--- config.mk ---
export PLATFORM = sky130hd
export DESIGN_NAME = hdr_ctrl
export DESIGN_NICKNAME = d
export VERILOG_FILES = /design/src/rtl/assert_macros.svh /design/src/rtl/hdr_pkg.sv /design/src/rtl/hdr_ctrl.sv
export SDC_FILE = /design/constraint.sdc
export NUM_CORES = 1
export LEC_CHECK = 0
export BUFFER_PORTS_ARGS = -buffer_cell sky130_fd_sc_hd__buf_2
export CORE_MARGIN = 4
export CORE_UTILIZATION = 45
export DETAILED_ROUTE_END_ITERATION = 10
export PLACE_DENSITY = 0.7
export SLEW_MARGIN = 20
export SYNTH_ARGS = -nofsm -noshare
export SYNTH_HDL_FRONTEND = slang
export SYNTH_SLANG_ARGS = --single-unit
export TNS_END_PERCENT = 10
--- constraint.sdc ---
create_clock -name clk -period 3.2 [get_ports clk]
set_input_delay 0 -clock clk [delete_from_list [all_inputs] [get_ports clk]]
set_output_delay 0 -clock clk [all_outputs]
set_load 0.05 [all_outputs]
--- src/rtl/assert_macros.svh ---
`ifndef ASSERT_MACROS_SVH
`define ASSERT_MACROS_SVH

// checked after reset is released
`define HDR_ASSERT(lbl, prop, msg) \
  lbl: assert property (@(posedge clk) disable iff (rst) prop) else $error(msg);

// checked at every edge, reset included
`define HDR_ASSERT_ALWAYS(lbl, prop, msg) \
  lbl: assert property (@(posedge clk) prop) else $error(msg);

`endif

--- src/rtl/hdr_pkg.sv ---
package hdr_pkg;

  localparam int CELLS   = 64;
  localparam int CELLS_W = (CELLS > 1) ? $clog2(CELLS) : 1;
  localparam int CNT_W   = $clog2(CELLS + 1);

  localparam int HEAT_W  = 24;
  localparam int FLASH_W = 17;
  localparam int IDX_W   = 16;
  localparam int CMD_W   = 2;
  localparam int STEP_W  = 5;
  localparam int REG_W   = 2;
  localparam int DATA_W  = 17;
  localparam int MUL_W   = 41;

  localparam logic [HEAT_W-1:0]  HEAT_RESET = 24'd4669440;
  localparam logic [FLASH_W-1:0] ONE_Q16    = 17'h10000;

  localparam logic [CMD_W-1:0] CMD_APPLY  = 2'd0;
  localparam logic [CMD_W-1:0] CMD_TICK   = 2'd1;
  localparam logic [CMD_W-1:0] CMD_SAMPLE = 2'd2;
  localparam logic [CMD_W-1:0] CMD_UNUSED = 2'd3;

  localparam logic [REG_W-1:0] REG_APPLY_RETAIN   = 2'd0;
  localparam logic [REG_W-1:0] REG_DIFFUSE_SPREAD = 2'd1;
  localparam logic [REG_W-1:0] REG_SUBSTEP_COUNT  = 2'd2;
  localparam logic [REG_W-1:0] REG_FLASH_DECAY    = 2'd3;

  typedef struct packed {
    logic             idle;
    logic             load_item;
    logic             use_item;
    logic             clear;
    logic             ap_m1;
    logic             ap_m2;
    logic             ap_wr;
    logic             cp_wr;
    logic             df_init;
    logic             df_mul;
    logic             df_wr;
    logic             fl_mul;
    logic             fl_wr;
    logic             sm_out;
    logic [CNT_W-1:0] cnt;
  } hdr_cmd_t;

  typedef struct packed {
    logic [CMD_W-1:0]  command;
    logic              apply_ok;
    logic [STEP_W-1:0] steps;
    logic              out_free;
  } hdr_status_t;

endpackage

--- src/rtl/hdr_ctrl.sv ---
module hdr_ctrl (
  input  logic                 clk,
  input  logic                 rst,
  input  logic                 item_valid,
  input  hdr_pkg::hdr_status_t status,
  output hdr_pkg::hdr_cmd_t    cmd
);
  import hdr_pkg::*;

  typedef enum logic [16:0] {
    ST_CLEAR  = 17'b00000000000000001,
    ST_IDLE   = 17'b00000000000000010,
    ST_DECODE = 17'b00000000000000100,
    ST_AP_RD  = 17'b00000000000001000,
    ST_AP_M1  = 17'b00000000000010000,
    ST_AP_M2  = 17'b00000000000100000,
    ST_AP_WR  = 17'b00000000001000000,
    ST_CP_RD  = 17'b00000000010000000,
    ST_CP_WR  = 17'b00000000100000000,
    ST_DF_RD  = 17'b00000001000000000,
    ST_DF_MUL = 17'b00000010000000000,
    ST_DF_WR  = 17'b00000100000000000,
    ST_FL_RD  = 17'b00001000000000000,
    ST_FL_MUL = 17'b00010000000000000,
    ST_FL_WR  = 17'b00100000000000000,
    ST_SM_RD  = 17'b01000000000000000,
    ST_SM_OUT = 17'b10000000000000000
  } state_t;

  state_t            state, state_next;
  logic [CNT_W-1:0]  cnt, cnt_next;
  logic [STEP_W-1:0] sub, sub_next;
  logic              cnt_last;
  logic              cnt_end;

  assign cnt_last = (cnt == CNT_W'(CELLS - 1));
  assign cnt_end  = (cnt == CNT_W'(CELLS));

  always_comb begin
    state_next = state;
    cnt_next   = cnt;
    sub_next   = sub;
    cmd        = '0;
    cmd.cnt    = cnt;
    case (state)
      ST_CLEAR: begin
        cmd.clear = 1'b1;
        cnt_next  = cnt + 1'b1;
        if (cnt_last) begin
          cnt_next   = '0;
          state_next = ST_IDLE;
        end
      end
      ST_IDLE: begin
        cmd.idle      = 1'b1;
        cmd.load_item = item_valid;
        if (item_valid) state_next = ST_DECODE;
      end
      ST_DECODE: begin
        cnt_next = '0;
        case (status.command)
          CMD_APPLY:  state_next = status.apply_ok ? ST_AP_RD : ST_IDLE;
          CMD_TICK:   state_next = ST_CP_RD;
          CMD_SAMPLE: state_next = ST_SM_RD;
          default:    state_next = ST_IDLE;
        endcase
      end
      ST_AP_RD: begin
        cmd.use_item = 1'b1;
        state_next   = ST_AP_M1;
      end
      ST_AP_M1: begin
        cmd.ap_m1  = 1'b1;
        state_next = ST_AP_M2;
      end
      ST_AP_M2: begin
        cmd.ap_m2  = 1'b1;
        state_next = ST_AP_WR;
      end
      ST_AP_WR: begin
        cmd.use_item = 1'b1;
        cmd.ap_wr    = 1'b1;
        state_next   = ST_IDLE;
      end
      ST_CP_RD: begin
        state_next = ST_CP_WR;
      end
      ST_CP_WR: begin
        cmd.cp_wr = 1'b1;
        cnt_next  = cnt + 1'b1;
        state_next = ST_CP_RD;
        if (cnt_last) begin
          cmd.df_init = 1'b1;
          cnt_next    = '0;
          sub_next    = '0;
          state_next  = ST_DF_RD;
        end
      end
      ST_DF_RD: begin
        state_next = ST_DF_MUL;
      end
      ST_DF_MUL: begin
        cmd.df_mul = 1'b1;
        state_next = ST_DF_WR;
      end
      ST_DF_WR: begin
        cmd.df_wr  = 1'b1;
        cnt_next   = cnt + 1'b1;
        state_next = ST_DF_RD;
        if (cnt_end) begin
          cnt_next = '0;
          if (sub + 1'b1 == status.steps) begin
            state_next = ST_FL_RD;
          end else begin
            sub_next    = sub + 1'b1;
            cmd.df_init = 1'b1;
          end
        end
      end
      ST_FL_RD: begin
        state_next = ST_FL_MUL;
      end
      ST_FL_MUL: begin
        cmd.fl_mul = 1'b1;
        state_next = ST_FL_WR;
      end
      ST_FL_WR: begin
        cmd.fl_wr  = 1'b1;
        cnt_next   = cnt + 1'b1;
        state_next = ST_FL_RD;
        if (cnt_last) begin
          cnt_next   = '0;
          state_next = ST_IDLE;
        end
      end
      ST_SM_RD: begin
        cmd.use_item = 1'b1;
        state_next   = ST_SM_OUT;
      end
      ST_SM_OUT: begin
        cmd.use_item = 1'b1;
        cmd.sm_out   = 1'b1;
        if (status.out_free) state_next = ST_IDLE;
      end
      default: begin
        state_next = ST_IDLE;
      end
    endcase
  end

  always_ff @(posedge clk) begin
    if (rst) begin
      state <= ST_CLEAR;
      cnt   <= '0;
      sub   <= '0;
    end else begin
      state <= state_next;
      cnt   <= cnt_next;
      sub   <= sub_next;
    end
  end

endmodule

==> results.yml <==
status:
  status: "completed"
critical_path:
  cp_max_fo: 7
  worst-path-buf-inv: 1
  path_cells: "or4_1, nor4_2, nand2_1, nor2_1, nand2_1, nand2_1, buf_2"
  ff2ff_setup_slack_ns: 0.42
  crit_family: "simple AND/OR/NAND/NOR gates"
  cpMaxStageDelayCell: "or4_1"
  slowest_delay_ns: 0.62
  critical_path_required_ns: 3.20
  cp-startpoint: "state[4]"
  arrival_ns: 2.83
  crit_end: "cmd[12]"
  cp-start-kind: "flip-flop"
  rr_endpoint: "cnt[2]"
  ff2ff_path_depth: 7
  worstSetupEndpointType: "output pin"
  r2r_start: "state[12]"
  path_depth: 7
  cp_common_cell: "nand2_1"
  crit_type: "reg2out"
layout:
  seq_area_sq_um: 581
  num_antenna_cells: 0
  multi_input_area_sq_mm: 0.00123
  fin_nets: 288
  drive_gt1_share_pct: 18.5
  syn2layout_area_growth_pct: 16.5
  final_cells: 321
  design_area_sq_mm: 0.00217
  final_util_pct: 54.2
  fill_cells: 417
synthesis:
  yosysWarnings: 0
  mappedNetlistNets: 253
  netlist_area_sq_mm: 0.00186
  synth-async-reset-ratio_pct: 0
  avgSynthCellArea_sq_um: 7.92
  synthesis.instances: 235
  ys_seq_elements: 29
  synth.yosys.seq_area_share_pct: 31.2
  synth-edff-count: 0
  synth_flop_cell: "dfxtp_1"
  synth.distinct_cells: 47
clock_network:
  numCtsBuffers: 5
  cts-resized-gates: 0
  clockRootBuffer: "clkbuf_8"
  clkSinkCount: 29
  hold_buffers: 0
  cts_setup_buffers: 0
  clockBufferDepth: 2
  htreeDepth: 2
  cts_tree: "done"
  clkTransAtPathRegs_ns: 0.06
  insertion_delay_ns: 0.28
sta:
  skew_ns: 0.00413
  period_share_pct: 88.5
  tightest_slew_ns: 1.03
  finalSetupTns_ns: 0
  slew_violations: 0
  setup_viol_count_final: 0
  hold_viol_final: 0
  fin_crit_ns: 2.83
  setup_ws_ns: 0.367
  fmax_ghz: 0.353
  maxSlewHeadroom_pct: 30.7
  rsz0062_at_grt: "false"
  hold_ws_ns: 0.0114
run:
  maxCapViolCount: 0
routing:
  drtAntennaViolNets: 0
  drcViolationCount: 0
  drt_iter0_markers: 140
  drt_pre_antenna_iters: 5
  vias: 1873
  via_per_inst: 5.83
  finalWirelength_um: 4570
  wl_per_cell_um: 14.2
place:
  hpwl_um: 3520
  port_buffers: 32
  dpl_worst_slack_ns: 0.423
  place_area_sq_mm: 0.00209
  gp_congestion: 0.857
  dp.cells: 313
grt:
  grt_pass1_vias: 1672
  grt_pass1_wl_um: 7600
  grt_usage_pct: 18.2
  grt_max_degree: 33
  overflow: 0
  antenna_found_initial: 0
die:
  pin_count: 33
  die_y_um: 72.3
  die_area_sq_mm: 0.00523
  initial_utilization_pct: 46.5
  core-area_sq_mm: 0.00400
  rows: 23
  die_x_um: 72.3
power:
  finalPower_mw: 0.812
  power-per-cell-area_mw_per_mm2: 374
  max-vdd-ir-drop_v: 0.000226
  leakage_nw: 0.924
worst_hold_path:
  hp-class: "in2reg"
routing by layer:
metal / global-route usage [%] / share of wire, %
met4: 6.26 / 1.6
met3: 3.74 / 4.3
met5: 0 / 0
met1: 24.2 / 48
met2: 29.2 / 46
sequential cells by signal, summed over array words and instances, names as in the netlist:
| name | cells |
|---|---|
| state | 17 |
| sub | 5 |
| cnt | 7 |
final cells by class:
| class | instances | share of cell area, % |
|---|---|---|
| clock buffers | 6 | 3.34 |
| multi-input cells | 188 | 56.5 |
| well taps | 50 | 2.88 |
| flip-flops and latches | 29 | 26.8 |
| clock inverters | 2 | 0.461 |
| inverters | 13 | 2.31 |
| repair buffers | 33 | 7.73 |
kinds of logic (layout without fill, tap and decap cells):
| logic type | after synthesis | after routing | share of synthesized area, % |
|---|---|---|---|
| fa+ha+maj | 6 | 6 | 4.03 |
| buf+inv | 18 | 54 | 3.76 |
| mux | 2 | 2 | 1.08 |
| xor+xnor | 7 | 7 | 3.29 |
| compound gates | 43 | 43 | 14.3 |
| flops | 29 | 29 | 31.2 |
| simple gates | 130 | 130 | 42.3 |
worst min path at each step:
stage / from / endpoint / slack [ns] / cells after the start
3_5_place_dp: status[6] / state[3] / 0.29 / 2
2_1_floorplan: status[0] / state[1] / 0.19 / 2
6_report: status[6] / state[3] / 0.01 / 2
4_1_cts: status[6] / state[3] / 0.007 / 2
3_3_place_gp: status[6] / state[3] / 0.29 / 2
5_1_grt: status[6] / state[3] / 0.04 / 2
cells in the mapped netlist, types with 3 or more instances:
library cell,instances,area [sq um]
nor2_1,22,82.6
o21ai_1,3,15.0
o211ai_1,4,30.0
nand4_1,3,18.8
or3_1,4,25.0
clkbuf_1,4,15.0
nor4b_1,3,26.3
a31oi_1,4,25.0
and2_1,5,31.3
dfxtp_1,29,581
nand2b_1,10,62.6
ha_1,6,75.1
a21oi_1,12,60.1
inv_1,12,45.0
nor3b_1,6,45.0
nor4_1,10,62.6
nand3_1,11,55.1
nor3_1,12,60.1
nand2_1,9,33.8
or4_1,6,45.0
nor2b_1,5,31.3
nand3b_1,6,45.0
o21ai_0,9,45.0
xor2_1,5,43.8
placed cells by master, fill, tap and decap left out, types with 2 or more instances in the layout:
master and instances:
nand2b_1 10, or3b_2 2, nor3b_1 6, nor4b_1 3
or4_1 6, nand2_1 9, and4_1 2, or3_1 4
nand3b_1 6, nor2_1 22, nand3_1 11, clkbuf_8 5
nor4_2 2, buf_2 32, o21ai_1 3, and3b_1 2
and2_1 5, or4_4 2, o21ai_0 9, nand4_1 3
clkinv_2 3, inv_1 12, dfxtp_1 29, nor3_1 12
o211ai_1 4, nor4_1 9, nor2b_1 5, xnor2_1 2
a22oi_1 2, nand4b_1 2, and3_1 2, mux2i_1 2
a31oi_1 4, xor2_1 5, a21oi_1 12, ha_1 6
o211a_1 2, and4b_1 2
power by group:
part | leakage (nW) | switching (mW) | total, mW | internal, mW
combinational | 0.645 | 0.0966 | 0.144 | 0.0478
sequential | 0.234 | 0.0104 | 0.381 | 0.371
clock | 0.0450 | 0.136 | 0.287 | 0.150
total | 0.924 | 0.243 | 0.812 | 0.569
(Power assumes the default switching activity.)
